--- src/sv/asc_pkg.sv ---
// ----------------------------------------------------------------------------
// asc_pkg
// Types and codes shared by the adaptive step controller modules.
// ----------------------------------------------------------------------------
`default_nettype none

package asc_pkg;

  localparam int EST_W   = 24;
  localparam int TIME_W  = 32;
  localparam int STEP_W  = 15;
  localparam int SLEN_W  = 16;
  localparam int CNT_W   = 14;
  localparam int ERR_W   = 3;

  localparam logic [EST_W-1:0]  ONE_Q16        = 24'd65536;
  localparam logic [EST_W-1:0]  TENTH_Q16_MAX  = 24'd6553;
  localparam logic [STEP_W-1:0] MAX_STEP_RESET = 15'd25000;
  localparam logic [STEP_W-1:0] HALF_RESET     = 15'd25000;

  localparam logic [1:0] OP_START  = 2'd0;
  localparam logic [1:0] OP_TRIAL  = 2'd1;
  localparam logic [1:0] OP_COMMIT = 2'd2;

  localparam logic [1:0] CMD_TRIAL  = 2'd0;
  localparam logic [1:0] CMD_COMMIT = 2'd1;
  localparam logic [1:0] CMD_DONE   = 2'd2;
  localparam logic [1:0] CMD_FAIL   = 2'd3;

  localparam logic [ERR_W-1:0] ERR_NONE     = 3'd0;
  localparam logic [ERR_W-1:0] ERR_EPOCH    = 3'd1;
  localparam logic [ERR_W-1:0] ERR_BOUND    = 3'd2;
  localparam logic [ERR_W-1:0] ERR_NONFIN   = 3'd3;
  localparam logic [ERR_W-1:0] ERR_COMMIT   = 3'd4;
  localparam logic [ERR_W-1:0] ERR_ACCURACY = 3'd5;

  localparam logic CFG_EPOCH    = 1'b0;
  localparam logic CFG_MAX_STEP = 1'b1;

  typedef struct packed {
    logic [1:0]       operation;
    logic [EST_W-1:0] estimate;
    logic             estimate_invalid;
    logic             commit_failed;
  } item_t;

  typedef struct packed {
    logic [1:0]        command;
    logic [TIME_W-1:0] trial_start;
    logic [STEP_W-1:0] trial_step;
    logic [ERR_W-1:0]  error_code;
    logic [CNT_W-1:0]  accepted_count;
    logic [CNT_W-1:0]  rejected_count;
    logic [STEP_W-1:0] min_half_step;
    logic [EST_W-1:0]  max_estimate;
  } result_t;

endpackage

`default_nettype wire

--- src/sv/asc_in_reg.sv ---
// ----------------------------------------------------------------------------
// asc_in_reg
// Input register: holds one accepted beat until the engine takes it.
// ----------------------------------------------------------------------------
`default_nettype none

module asc_in_reg
  import asc_pkg::*;
(
  input  wire logic  clk,
  input  wire logic  rst_n,
  input  wire logic  in_valid,
  output logic       in_ready,
  input  wire item_t in_item,
  input  wire logic  take,
  output logic       item_valid,
  output item_t      item
);

  logic  valid_r;
  item_t item_r;

  assign in_ready   = !valid_r || take;
  assign item_valid = valid_r;
  assign item       = item_r;

  always_ff @(posedge clk) begin
    if (!rst_n) begin
      valid_r <= 1'b0;
    end else if (in_ready) begin
      valid_r <= in_valid;
    end
  end

  always_ff @(posedge clk) begin
    if (in_valid && in_ready) begin
      item_r <= in_item;
    end
  end

endmodule

`default_nettype wire

--- src/sv/asc_engine.sv ---
// ----------------------------------------------------------------------------
// asc_engine
// Epoch state and step decision logic, one item per cycle while step_en is high.
// ----------------------------------------------------------------------------
`default_nettype none

module asc_engine
  import asc_pkg::*;
#(
  parameter int STEP_LIMIT    = 25000,
  parameter int ATTEMPT_LIMIT = 10000,
  parameter int MIN_STEP      = 200
) (
  input  wire logic              clk,
  input  wire logic              rst_n,
  input  wire logic              step_en,
  input  wire item_t             item,
  input  wire logic [TIME_W-1:0] cfg_epoch,
  input  wire logic [STEP_W-1:0] cfg_max_step,
  output logic                   res_valid,
  output result_t                res
);

  localparam int AC_W = $clog2(ATTEMPT_LIMIT + 2);

  typedef enum logic [1:0] {PH_IDLE, PH_TRIAL, PH_COMMIT} phase_t;

  phase_t            phase_r, phase_nxt;
  logic [TIME_W-1:0] time_left_r, time_left_nxt;
  logic [TIME_W-1:0] time_used_r, time_used_nxt;
  logic [SLEN_W-1:0] step_r, step_nxt;
  logic [AC_W-1:0]   attempt_r, attempt_nxt;
  logic [CNT_W-1:0]  accepted_r, accepted_nxt;
  logic [CNT_W-1:0]  rejected_r, rejected_nxt;
  logic [STEP_W-1:0] half_r, half_nxt;
  logic [EST_W-1:0]  largest_r, largest_nxt;
  logic [EST_W-1:0]  held_r, held_nxt;

  logic              run_next;
  logic [1:0]        cmd;
  logic [ERR_W-1:0]  err;
  logic [TIME_W-1:0] rem;
  logic [SLEN_W-1:0] half_step;
  logic [SLEN_W:0]   grown;

  always_comb begin
    phase_nxt     = phase_r;
    time_left_nxt = time_left_r;
    time_used_nxt = time_used_r;
    step_nxt      = step_r;
    attempt_nxt   = attempt_r;
    accepted_nxt  = accepted_r;
    rejected_nxt  = rejected_r;
    half_nxt      = half_r;
    largest_nxt   = largest_r;
    held_nxt      = held_r;
    run_next      = 1'b0;
    res_valid     = 1'b0;
    cmd           = CMD_TRIAL;
    err           = ERR_NONE;
    rem           = '0;
    half_step     = step_r >> 1;
    grown         = '0;

    case (item.operation)
      OP_START: begin
        if (cfg_epoch == '0 || cfg_max_step == '0 ||
            cfg_max_step > STEP_W'(STEP_LIMIT)) begin
          phase_nxt = PH_IDLE;
          cmd       = CMD_FAIL;
          err       = ERR_EPOCH;
          res_valid = 1'b1;
        end else begin
          time_left_nxt = cfg_epoch;
          time_used_nxt = '0;
          if (TIME_W'(cfg_max_step) < cfg_epoch) begin
            step_nxt = SLEN_W'(cfg_max_step);
          end else begin
            step_nxt = cfg_epoch[SLEN_W-1:0];
          end
          attempt_nxt  = '0;
          accepted_nxt = '0;
          rejected_nxt = '0;
          half_nxt     = STEP_W'(STEP_LIMIT);
          largest_nxt  = '0;
          held_nxt     = '0;
          run_next     = 1'b1;
        end
      end
      OP_TRIAL: begin
        if (phase_r == PH_TRIAL) begin
          if (item.estimate_invalid) begin
            phase_nxt = PH_IDLE;
            cmd       = CMD_FAIL;
            err       = ERR_NONFIN;
            res_valid = 1'b1;
          end else if (item.estimate <= ONE_Q16) begin
            held_nxt  = item.estimate;
            phase_nxt = PH_COMMIT;
            cmd       = CMD_COMMIT;
            res_valid = 1'b1;
          end else begin
            rejected_nxt = rejected_r + 1'b1;
            if (half_step < SLEN_W'(MIN_STEP)) begin
              phase_nxt = PH_IDLE;
              cmd       = CMD_FAIL;
              err       = ERR_ACCURACY;
              res_valid = 1'b1;
            end else begin
              step_nxt = half_step;
              run_next = 1'b1;
            end
          end
        end
      end
      OP_COMMIT: begin
        if (phase_r == PH_COMMIT) begin
          if (item.commit_failed) begin
            phase_nxt = PH_IDLE;
            cmd       = CMD_FAIL;
            err       = ERR_COMMIT;
            res_valid = 1'b1;
          end else begin
            time_used_nxt = time_used_r + TIME_W'(step_r);
            time_left_nxt = time_left_r - TIME_W'(step_r);
            accepted_nxt  = accepted_r + 1'b1;
            if (half_step < SLEN_W'(half_r)) begin
              half_nxt = half_step[STEP_W-1:0];
            end
            if (held_r > largest_r) begin
              largest_nxt = held_r;
            end
            if (held_r <= TENTH_Q16_MAX) begin
              grown = {step_r, 1'b0};
            end else begin
              grown = {1'b0, step_r};
            end
            if (grown < (SLEN_W+1)'(cfg_max_step)) begin
              step_nxt = grown[SLEN_W-1:0];
            end else begin
              step_nxt = SLEN_W'(cfg_max_step);
            end
            run_next = 1'b1;
          end
        end
      end
      default: ;
    endcase

    // request the next trial, close the epoch, or fail on a step or attempt bound
    if (run_next) begin
      res_valid = 1'b1;
      if (time_left_nxt == '0) begin
        phase_nxt = PH_IDLE;
        cmd       = CMD_DONE;
      end else begin
        if (TIME_W'(step_nxt) > time_left_nxt) begin
          step_nxt = time_left_nxt[SLEN_W-1:0];
        end
        rem = time_left_nxt - TIME_W'(step_nxt);
        if (rem != '0 && rem < TIME_W'(MIN_STEP)) begin
          step_nxt = time_left_nxt[SLEN_W-1:0];
        end
        if (step_nxt < SLEN_W'(2)) begin
          phase_nxt = PH_IDLE;
          cmd       = CMD_FAIL;
          err       = ERR_BOUND;
        end else begin
          attempt_nxt = attempt_r + 1'b1;
          if (attempt_nxt > AC_W'(ATTEMPT_LIMIT)) begin
            phase_nxt = PH_IDLE;
            cmd       = CMD_FAIL;
            err       = ERR_BOUND;
          end else begin
            phase_nxt = PH_TRIAL;
            cmd       = CMD_TRIAL;
          end
        end
      end
    end

    res.command        = cmd;
    res.trial_start    = time_used_nxt;
    res.trial_step     = step_nxt[STEP_W-1:0];
    res.error_code     = err;
    res.accepted_count = accepted_nxt;
    res.rejected_count = rejected_nxt;
    res.min_half_step  = half_nxt;
    res.max_estimate   = largest_nxt;
  end

  always_ff @(posedge clk) begin
    if (!rst_n) begin
      phase_r     <= PH_IDLE;
      time_left_r <= '0;
      time_used_r <= '0;
      step_r      <= '0;
      attempt_r   <= '0;
      accepted_r  <= '0;
      rejected_r  <= '0;
      half_r      <= HALF_RESET;
      largest_r   <= '0;
      held_r      <= '0;
    end else if (step_en) begin
      phase_r     <= phase_nxt;
      time_left_r <= time_left_nxt;
      time_used_r <= time_used_nxt;
      step_r      <= step_nxt;
      attempt_r   <= attempt_nxt;
      accepted_r  <= accepted_nxt;
      rejected_r  <= rejected_nxt;
      half_r      <= half_nxt;
      largest_r   <= largest_nxt;
      held_r      <= held_nxt;
    end
  end

endmodule

`default_nettype wire

--- src/sv/adaptive_step_controller.sv ---
// path: an accepted beat passes from the input register through the
// combinational engine; its result, if any, goes to the output register
// throughput: one item per cycle, single engine pass, stalled by out_ready
// reset: synchronous active-low rst_n clears both channels and the epoch
// state; max_step returns to 25000 and the epoch duration to zero
// ----------------------------------------------------------------------------
// adaptive_step_controller
// Top level: input register, step engine, output register and config regs.
// ----------------------------------------------------------------------------
`default_nettype none

module adaptive_step_controller
  import asc_pkg::*;
#(
  parameter int STEP_LIMIT    = 25000,
  parameter int ATTEMPT_LIMIT = 10000,
  parameter int MIN_STEP      = 200
) (
  input  wire logic              clk,
  input  wire logic              rst_n,
  input  wire logic              in_valid,
  output logic                   in_ready,
  input  wire logic [1:0]        in_operation,
  input  wire logic [EST_W-1:0]  in_estimate,
  input  wire logic              in_estimate_invalid,
  input  wire logic              in_commit_failed,
  output logic                   out_valid,
  input  wire logic              out_ready,
  output logic [1:0]             out_command,
  output logic [TIME_W-1:0]      out_trial_start,
  output logic [STEP_W-1:0]      out_trial_step,
  output logic [ERR_W-1:0]       out_error_code,
  output logic [CNT_W-1:0]       out_accepted_count,
  output logic [CNT_W-1:0]       out_rejected_count,
  output logic [STEP_W-1:0]      out_min_half_step,
  output logic [EST_W-1:0]       out_max_estimate,
  input  wire logic              cfg_we,
  input  wire logic              cfg_index,
  input  wire logic [TIME_W-1:0] cfg_wdata
);

  logic [TIME_W-1:0] epoch_r;
  logic [STEP_W-1:0] max_step_r;
  item_t             in_item;
  item_t             item;
  logic              item_valid;
  logic              take;
  logic              res_valid;
  result_t           res;
  logic              out_valid_r;
  result_t           out_r;

  assign in_item.operation        = in_operation;
  assign in_item.estimate         = in_estimate;
  assign in_item.estimate_invalid = in_estimate_invalid;
  assign in_item.commit_failed    = in_commit_failed;

  assign take = item_valid && (!out_valid_r || out_ready);

  always_ff @(posedge clk) begin
    if (!rst_n) begin
      epoch_r    <= '0;
      max_step_r <= MAX_STEP_RESET;
    end else if (cfg_we) begin
      case (cfg_index)
        CFG_EPOCH:    epoch_r    <= cfg_wdata;
        CFG_MAX_STEP: max_step_r <= cfg_wdata[STEP_W-1:0];
        default: ;
      endcase
    end
  end

  asc_in_reg u_in_reg (
    .clk        (clk),
    .rst_n      (rst_n),
    .in_valid   (in_valid),
    .in_ready   (in_ready),
    .in_item    (in_item),
    .take       (take),
    .item_valid (item_valid),
    .item       (item)
  );

  asc_engine #(
    .STEP_LIMIT    (STEP_LIMIT),
    .ATTEMPT_LIMIT (ATTEMPT_LIMIT),
    .MIN_STEP      (MIN_STEP)
  ) u_engine (
    .clk          (clk),
    .rst_n        (rst_n),
    .step_en      (take),
    .item         (item),
    .cfg_epoch    (epoch_r),
    .cfg_max_step (max_step_r),
    .res_valid    (res_valid),
    .res          (res)
  );

  always_ff @(posedge clk) begin
    if (!rst_n) begin
      out_valid_r <= 1'b0;
    end else if (take) begin
      out_valid_r <= res_valid;
    end else if (out_ready) begin
      out_valid_r <= 1'b0;
    end
  end

  always_ff @(posedge clk) begin
    if (take && res_valid) begin
      out_r <= res;
    end
  end

  assign out_valid          = out_valid_r;
  assign out_command        = out_r.command;
  assign out_trial_start    = out_r.trial_start;
  assign out_trial_step     = out_r.trial_step;
  assign out_error_code     = out_r.error_code;
  assign out_accepted_count = out_r.accepted_count;
  assign out_rejected_count = out_r.rejected_count;
  assign out_min_half_step  = out_r.min_half_step;
  assign out_max_estimate   = out_r.max_estimate;

endmodule

`default_nettype wire

--- config.mk ---
export PLATFORM = sky130hd
export DESIGN_NAME = adaptive_step_controller
export DESIGN_NICKNAME = d
export VERILOG_FILES = /design/src/sv/asc_pkg.sv /design/src/sv/asc_in_reg.sv /design/src/sv/asc_engine.sv /design/src/sv/adaptive_step_controller.sv
export SDC_FILE = /design/constraint.sdc
export NUM_CORES = 1
export LEC_CHECK = 0
export BUFFER_PORTS_ARGS = -buffer_cell sky130_fd_sc_hd__buf_2
export CORE_AREA = 4 4 217 219
export CTS_CLUSTER_SIZE = 10
export DETAILED_ROUTE_END_ITERATION = 16
export DIE_AREA = 0 0 221 223
export PLACE_DENSITY_LB_ADDON = 0.15
export SLEW_MARGIN = 30
export SYNTH_ARGS = -nofsm -noshare
export SYNTH_HDL_FRONTEND = slang
export SYNTH_SLANG_ARGS = --single-unit
export TNS_END_PERCENT = 30
--- constraint.sdc ---
create_clock -name clk -period 19.8 [get_ports clk]
set_clock_uncertainty 0.05 [all_clocks]
set_input_delay 0 -clock clk [delete_from_list [all_inputs] [get_ports clk]]
set_output_delay 0 -clock clk [all_outputs]
set_load 0.05 [all_outputs]
### After elaboration in Yosys (flattened, before gate mapping)

Cells that the tools add are included.

* bits in registers: 383
* bits of input ports: 66
* output and inout bits: 121
* word-level logic and storage cells: 194

* add/subtract/negate cells: 6
* magnitude comparators: 12
* equal/unequal tests: 13
* multiplexer cells: 114
* bitwise operators: 1
* reduce and logical (&&, ||, !) cells: 22

Operators by type and width (number)
* two-way mux 16 bit: 17
* two-way mux 24 bit: 8
* two-way mux 32 bit: 6
* two-way mux 14 bit: 12
* one-hot mux 32 bit (2 select lines): 2
* one-hot mux 24 bit (2 select lines): 2
* two-way mux 17 bit: 4
* zero test 32 bit: 2
* subtractor 32 x 16 -> 32 bit: 2
* two-way mux 15 bit: 4
* one-hot mux 14 bit (2 select lines): 2
* one-hot mux 16 bit (3 select lines): 1
* adder 14 x 1 -> 14 bit, second input constant: 3
* two-way mux 2 bit: 21
* adder 32 x 16 -> 32 bit: 1
* greater-than comparator 16 x 32 -> 1 bit: 1
* < comparator 15 x 32 -> 1 bit: 1
* < comparator 32 x 8 -> 1 bit, second input constant: 1
* nonzero test 32 bit: 1
* two-way mux 3 bit: 10
* one-hot mux 15 bit (2 select lines): 1
* greater-than comparator 24 bit: 1
* <= comparator 24 x 13 -> 1 bit, second input constant: 1
* <= comparator 24 x 17 -> 1 bit, second input constant: 1
* 28 further kinds: 63

### Logic depth before layout (Yosys ltp)

Gate-level depths: netlist of the first run.

* word-level depth: 24
* gate-level depth with buffers: 44
* gate-level depth less buffers: 40

### Modules after synthesis

Synthesis of the first run repeated with hierarchy kept, for this count alone.

* cells, all modules: 2564
* area, all modules: 22678.0 um2

Modules (own cells, without submodules)
* asc_engine: times used 1, cells an instance 2210, area an instance 16283.1 um2, seq. area each 3743.6 um2
* adaptive_step_controller: times used 1, cells an instance 321, area an instance 5496.5 um2, seq. area each 4534.3 um2
* asc_in_reg: times used 1, cells an instance 33, area an instance 898.4 um2, seq. area each 860.8 um2

### Least setup slack after synthesis of the first run

OpenSTA, ideal clock, no wires.

* path kind: reg-to-reg
* start point: register u_engine.held_r[13]
* end point: register u_engine.attempt_r[0]
* library setup time: 0.120 ns
* arrival time: 8.789 ns
* data required time: 19.630 ns
* slack: 10.841 ns
* cell stages (with the launch flop): 44
* path through: dfxtp_1 -> nor4_1 -> nand3_1 -> a21oi_1 -> clkbuf_1 -> clkbuf_1 -> nand2_1 -> o21ai_0 -> ha_1 -> a21oi_1 -> a21boi_0 -> o311ai_0 -> o21ai_0 -> a211oi_1 -> buf_2 -> mux2i_1 -> o211ai_1 -> ha_1 -> (+8 left out) -> nor4_4 -> clkbuf_1 -> o21ai_0 -> ha_1 -> o21ai_0 -> a21o_1 -> a211o_1 -> a21oi_1 -> o21ai_0 -> a21oi_1 -> a21o_1 -> nand3_1 -> a2111oi_0 -> or2_2 -> mux2_4 -> a31oi_2 -> buf_6 -> mux2i_1

* longest elaborated chain between the ends: 24
* elaborated cells on any way between the ends: 25
* those cells by class: add/sub (1); order compare (5); mux (17); reduce/logical (2)

RTL lines
* from (decl): RTL line asc_engine.sv:37 `logic [EST_W-1:0] held_r, held_nxt;`
* from (signal assigned): RTL line asc_engine.sv:214 `held_r <= held_nxt;`
* <= comparator 24 x 13 -> 1 bit (*): RTL line asc_engine.sv:133 `if (held_r <= TENTH_Q16_MAX) begin`
* two-way mux 17 bit (*): RTL line asc_engine.sv:133
* two-way mux 17 bit (*): RTL line asc_engine.sv:118 `if (item.commit_failed) begin`
* two-way mux 17 bit (*): RTL line asc_engine.sv:117 `if (phase_r == PH_COMMIT) begin`
* two-way mux 17 bit (*): RTL line asc_engine.sv:65 `case (item.operation)`
* < comparator 17 x 15 -> 1 bit: RTL line asc_engine.sv:138 `if (grown < (SLEN_W+1)'(cfg_max_step)) begin`
* two-way mux 16 bit (*): RTL line asc_engine.sv:138
* two-way mux 16 bit (*): RTL line asc_engine.sv:118
* (+8 left out)
* logical AND 1 bit: RTL line asc_engine.sv:161 `if (rem != '0 && rem < TIME_W'(MIN_STEP)) begin`
* two-way mux 16 bit (*): RTL line asc_engine.sv:161
* two-way mux 16 bit (*): RTL line asc_engine.sv:153 `if (time_left_nxt == '0) begin`
* two-way mux 16 bit (*): RTL line asc_engine.sv:151 `if (run_next) begin`
* < comparator 16 x 2 -> 1 bit (*): RTL line asc_engine.sv:164 `if (step_nxt < SLEN_W'(2)) begin`
* two-way mux 14 bit (*): RTL line asc_engine.sv:164
* two-way mux 14 bit (*): RTL line asc_engine.sv:153
* two-way mux 14 bit (*): RTL line asc_engine.sv:151
* to (signal assigned): RTL line asc_engine.sv:209 `attempt_r <= attempt_nxt;`
* to (decl): RTL line asc_engine.sv:32 `logic [AC_W-1:0] attempt_r, attempt_nxt;`

Every way passes the cells marked *; elsewhere a longest branch is shown, timed or not. The select of a mux whose other input is x is not followed.
A chain may end at the register's enable or synchronous reset.

### Final worst setup path of the first run

* start point: register u_engine.held_r[16]
* end point: register u_engine.attempt_r[0]

Same word-level chain as after synthesis.

==> flow_summary.ini, run 1 <==
[clock_tree]
cts.sinks = 383
cts_tree = yes
htree_levels = 2
post-cts-setup-buffers = 0
cts_hold_buf = 94
numCtsBuffers = 46
clk_pin_slew_worst_paths_ns = 0.05
cts-root-buf = clkbuf_16
post_cts_resized = 0
cts_buffer_depth = 3
insertion_delay_ns = 0.57

[power_and_ir_drop]
max-vdd-ir-drop_v = 0.0000652
p_per_area_nw_per_um2 = 76.5
leakage_nw = 10.2

[detailed_routing]
drt-pass1-iter-count = 6
drc = 0
finalWirelength_um = 69000
viasPerCell = 6.10
num_vias = 20900
postRouteAntennaNets = 0
drt-wirelength-per-cell_um = 20.2
drt_iter0_drc = 1768

[timing]
relSlewSlack = 0.344
fin_setup_tns_ns = 0
final_max_slew_viol_count = 0
finalCritPeriodShare = 0.519
worst_pin_slew_ns = 0.978
setup-violations-final = 0
final_hold_viol_count = 0
post-route-min-period_ns = 10.27
rsz0062_at_grt = false
fmax_mhz = 97.4

[global_routing]
grt_pass1_vias = 20100
antenna_found_initial = 1
grt_remaining_overflow = 0
grt_max_degree = 84
grt_pass1_wl_um = 110000
grt.total_usage = 0.269

[yosys]
ys_types = 89
syn-cell-area_um2 = 22400
yosysWarningCount = 0
syn_inst = 2583
ys_seq_elements = 383
synth_area_per_cell_um2 = 8.66
synth_edf_count = 147
ys_seq_area_frac = 0.408
synth_top_area_share = 0.211
synth_top_area_cell = dfxtp_1
synth.area.top_cells = dfxtp_1 21%, edfxtp_1 20%, ha_1 7.4%, nand2_1 6.3%, a21oi_1 4.8%
yosys-top-cells-count = 373 x nand2_1, 236 x dfxtp_1, 214 x a21oi_1, 147 x edfxtp_1
synth-async-reset-ratio = 0
ys.flop_type = dfxtp_1
yosysMostFrequentCell = nand2_1
syn_nets = 2784

[placed_design]
hpwl_um = 47900
gp_congestion = 0.967
io_buffers = 186
place_area_um2 = 23700

[worst_setup_path]
crit_start = u_engine.held_r[16]
slowest_stage = a211oi_2
cp_top_family = compound AO/OA/AOI/OAI gates
critPathMaxFanout = 31
crit_buf_inv = 3
crit_required_ns = 20.15
worstReg2RegStart = u_engine.held_r[16]
crit_arrival_ns = 10.62
crit_type = reg2reg
max_stage_delay_ns = 0.70
end_kind = flop
crit_path_frequent_cell = o21ai_0
crit_path_start_kind = flop

[worst_hold_path]
worstHoldPathType = in2reg
hold_start = in_estimate[18]

[finish]
final_nets = 2984
fill_cells = 4040
area_growth_pct = 16.5
post-route-cell-area_um2 = 26100
drive_above_1_share = 0.124

[die]
die_h_um = 223
core_region_area_um2 = 45100
die-area_um2 = 49300
row_count = 78
start_util = 0.496
die_w_um = 221
ioPinCount = 187

[run_status]
status = complete, no violations

[flow_run]
max_cap_viol_count = 0
[path summary, 6_finish.rpt]
path / endpoint / slack, ns / cells past startpoint
worst max-delay path: u_engine.attempt_r[0] / 9.53 / 41
worst min-delay path: u_in_reg.item[20] / 0.09 / 2
worst max register to register: u_engine.attempt_r[0] / 9.53 / 41
worst min register to register: u_engine.accepted_r[13] / 0.42 / 2
[registers in the layout (all words and copies together) (netlist names), 15 cells and up]
signal,cells
epoch_r,32
out_trial_start,32
u_engine.time_left_r,32
u_engine.time_used_r,32
u_in_reg.item,28
out_max_estimate,24
u_engine.held_r,24
u_engine.largest_r,24
u_engine.step_r,16
max_step_r,15
out_min_half_step,15
out_trial_step,15
u_engine.half_r,15
[per-layer routing]
metal  track usage  share of wire  vias up
met5             0        0.00010        -
met4         0.101          0.039        2
met3        0.0433          0.065      170
met2         0.458           0.48      788
met1         0.347           0.42     9957
li1              -              -     9953
[cells by family after synthesis]
family | synth area share
simple gates | 0.192
compound gates | 0.228
flops | 0.408
buf+inv | 0.0519
fa+ha+maj | 0.0762
mux | 0.0299
xor+xnor | 0.0141
[cell usage in the layout, fill, tap and decap left out, types with 28 or more instances in the layout]
cell,synthesis,final
nand2_1,373,371
dfxtp_1,236,236
a21oi_1,214,212
buf_2,6,186
edfxtp_1,147,147
o21ai_0,146,146
nor2_1,146,145
ha_1,133,133
inv_1,129,127
dlygate4sd3_1,0,94
nand3_1,86,85
a211oi_1,60,58
nor3_1,57,57
clkbuf_16,0,49
and3_1,48,48
nor4_1,44,44
a31oi_1,41,41
mux2i_1,42,41
nand4_1,40,40
o211ai_1,36,36
a22o_1,36,36
a221oi_1,32,32
buf_4,2,32
a21o_1,31,31
clkbuf_1,136,29
xnor2_1,28,28
[per-stage QoR]
step	std cells	utilization	hold slack [ns]	power, mW	setup WS [ns]
5_1_grt	3419	0.578	0.0831	2.07	8.57
4_1_cts	3419	0.578	0.0650	2.00	9.63
3_5_place_dp	3241	0.526	0.128	1.20	9.71
2_1_floorplan	2583	-	0.0489	1.11	10.84
6_report	3420	0.578	0.0906	1.99	9.53
3_3_place_gp	3240	0.526	0.128	1.19	9.94
[where the power goes]
group	internal (mW)	switching (mW)	total [mW]
Clock	0.468	0.324	0.792
Sequential	0.840	0.0227	0.863
Combinational	0.125	0.214	0.338
Total	1.43	0.561	1.99
[area by class of cell]
type | instances | area, µm² | share of cell area
clock inverters | 3 | 21.3 | 0.000816
repair buffers | 313 | 2120 | 0.0814
well taps | 600 | 751 | 0.0288
diodes | 1 | 2.50 | 0.0000960
flip-flops and latches | 383 | 9140 | 0.351
inverters | 132 | 503 | 0.0193
multi-input cells | 1907 | 12200 | 0.466
clock buffers | 81 | 1380 | 0.0528
Note: power is estimated with default switching activity, not from simulation.
==> run 2: changes to the inputs <==
--- a/config.mk
+++ b/config.mk
@@ -5,11 +5,12 @@
 export SDC_FILE = /design/constraint.sdc
 export NUM_CORES = 1
 export LEC_CHECK = 0
+export ABC_AREA = 1
 export BUFFER_PORTS_ARGS = -buffer_cell sky130_fd_sc_hd__buf_2
-export CORE_AREA = 4 4 217 219
+export CORE_AREA = 4 4 226 228
 export CTS_CLUSTER_SIZE = 10
 export DETAILED_ROUTE_END_ITERATION = 16
-export DIE_AREA = 0 0 221 223
+export DIE_AREA = 0 0 230 232
 export PLACE_DENSITY_LB_ADDON = 0.15
 export SLEW_MARGIN = 30
 export SYNTH_ARGS = -nofsm -noshare
==> constraint.sdc (replaced) <==
create_clock -name clk -period 9.35 [get_ports clk]
set_clock_uncertainty 0.05 [all_clocks]
set_input_delay 0 -clock clk [delete_from_list [all_inputs] [get_ports clk]]
set_output_delay 0 -clock clk [all_outputs]
set_load 0.05 [all_outputs]
==> run 2 against run 1 <==
  * Worst setup slack worse by 9.1 ns
  * Sequential power increased by 120%
  * Clock power up 120%
  * Via count increased by 23%
  * Sequential share of layout area decreased by 4.4 points
  * Total power grew to 2.8 times the previous value
  * Maximum frequency is 15% higher
  * Critical path type unchanged
  * Highest routed layer unchanged
==> flow_summary.ini, run 2 <==
[worst_setup_path]
end_kind = flop
crit_path_start_kind = flop
critPathMaxFanout = 13
max_stage_delay_ns = 0.51
worstReg2RegStart = epoch_r[4]
crit_start = epoch_r[4]
crit_arrival_ns = 9.22
crit_path_frequent_cell = nand2_1
slowest_stage = dfxtp_1
rrSetupSlack_ns = 0.41
cp-endpoint = out_error_code[1]
r2r-end = out_error_code[1]
rr_worst_depth = 57
crit_required_ns = 9.63
crit_type = reg2reg

[die]
ioPinCount = 187
die-area_um2 = 53400
core_region_area_um2 = 48800
die_h_um = 232
start_util = 0.497
row_count = 81
die_w_um = 230

[power_and_ir_drop]
max-vdd-ir-drop_v = 0.000214
leakage_nw = 14.1
p_per_area_nw_per_um2 = 187

[timing]
fmax_mhz = 112
final_max_slew_viol_count = 0
relSlewSlack = 0.328
setup-violations-final = 0
worst_pin_slew_ns = 1.01
fin_hold_ws_ns = 0.0388
finalCritPeriodShare = 0.956
final_hold_viol_count = 0
post-route-min-period_ns = 8.94

[finish]
layout_common_cells = 619 x nand2_1, 549 x inv_1, 348 x o21ai_0, 308 x a21oi_1, 277 x nor2_1
fill_cells = 4481
drive_above_1_share = 0.151
layout_commonest_cell = nand2_1
final_util = 0.611
diodes = 0
final_nets = 4039
area_growth_pct = 23.0

[detailed_routing]
finalWirelength_um = 87900
drt-pass1-iter-count = 6
drc = 0
drt-wirelength-per-cell_um = 19.4
num_vias = 25600
postRouteAntennaNets = 0
drt_iter0_drc = 2811
viasPerCell = 5.63

[clock_tree]
clk_pin_slew_worst_paths_ns = 0.06
cts.sinks = 383
insertion_delay_ns = 0.61
cts_tree = yes
cts_buffer_depth = 3
cts-root-buf = clkbuf_16
numCtsBuffers = 47
htree_levels = 2

[yosys]
synth_area_per_cell_um2 = 7.09
synth_edf_count = 147
syn-cell-area_um2 = 24300
synth.area.top_cells = dfxtp_1 19%, edfxtp_1 18%, nand2_1 9.6%, inv_1 8.6%, o21ai_0 7.4%
yosysMostFrequentCell = nand2_1
ys_seq_elements = 383
synth-async-reset-ratio = 0
syn_inst = 3421
ys.flop_type = dfxtp_1
ys_types = 53
synth_top_area_cell = dfxtp_1
syn_nets = 3622
synth_top_area_share = 0.195
yosysWarningCount = 0
ys_seq_area_frac = 0.377
yosys-top-cells-count = 623 x nand2_1, 553 x inv_1, 358 x o21ai_0, 316 x a21oi_1, 288 x nor2_1

[global_routing]
grt_max_degree = 225
grt_pass1_vias = 23500
grt.total_usage = 0.315
grt_pass1_wl_um = 133000
grt_remaining_overflow = 0
antenna_found_initial = 4

[run_status]
status = complete, no violations

[placed_design]
io_buffers = 186
gp_congestion = 1.02
hpwl_um = 64400

[worst_hold_path]
worstHoldPathType = in2reg

[flow_run]
max_cap_viol_count = 0
[run 2: changes by cell type after synthesis, moves of 32 or more]
| cell | delta |
|---|---|
| a21oi_1 | +102 |
| a22o_1 | -36 |
| and3_1 | -48 |
| inv_1 | +424 |
| mux2i_1 | -42 |
| nand2_1 | +250 |
| nand3_1 | +85 |
| nand4_1 | +32 |
| nor2_1 | +142 |
| o21ai_0 | +212 |
| o22ai_1 | +39 |
[run 2: cell type report]
cell class	instances	area [µm²]	area share
multi-input combinational	2337	12700	0.424
sequential	383	9140	0.306
timing repair buffer	498	3570	0.120
inverter	571	2150	0.0720
clock buffer	78	1300	0.0437
tap	664	831	0.0278
clock inverter	9	188	0.00629
[run 2: power by group]
part           internal, mW  switching (mW)
sequential             1.84          0.0732
combinational         0.680            1.20
clock                  1.04           0.740
total                  3.56            2.01
[run 2: logic make-up (layout without fill, tap and decap cells)]
kind of cell	count (synthesis)	after routing	share of synthesized area
AOI/OAI and AO/OA	871	871	0.197
xor gates and xnor gates	28	28	0.0101
adders and majority gates	135	135	0.0702
buffers and inverters	703	1156	0.111
DFF	383	383	0.377
and+or+nand+nor	1301	1303	0.236
[run 2: per-layer routing]
metal  up-vias  global-route usage  part of all wire  wire, µm
met2      1210               0.490              0.43     38000
met1     11900               0.447              0.44     38200
met3       178              0.0543             0.097      8560
met5         -                   0           0.00043        38
li1      12300                   -                 -         -
met4         6               0.102             0.034      3000
[run 2: worst min-delay path by stage]
stage	start	end	slack (ns)	cells after the start
finish	rst_n	max_step_r[8]	0.04	3
CTS	rst_n	max_step_r[8]	0.02	3
detailed placement	in_estimate[15]	u_in_reg.item[17]	0.13	1
floorplan	in_commit_failed	u_in_reg.item[0]	0.05	0
global placement	in_estimate[19]	u_in_reg.item[21]	0.13	1
global route	rst_n	max_step_r[8]	0.06	3
[run 2: through the flow]
step           setup WS [ns]  instance area [µm²]  total power [mW]  std cells  TNS, ns
2_1_floorplan           1.43                24300              3.01       3421        0
3_3_place_gp           0.113                27100              3.66       4341        0
3_5_place_dp          0.0234                27100              3.68       4341        0
4_1_cts               0.0912                29500              5.49       4519        0
5_1_grt               -0.102                29800              5.86       4540    -1.20
6_report               0.414                29800              5.58       4540        0
[run 2: worst max-delay path: cells and delay by family (launching register included)]
family          cells  cell delay [ns]
simple gates       33             4.23
flops               1             0.51
compound gates      9             1.32
fa+ha+maj           2             0.70
buf+inv            13             1.81
[run 2: timing repair]
action | 4_1_cts | 5_1_grt
pin swaps | 0 | 18
hold buffers | 91 | 0
cloned | 0 | 7
buffers inserted | 0 | 14
hold endpoints to repair | 77 | 0
resized for setup | 2 | 58
setup endpoints to repair | 14 | 49
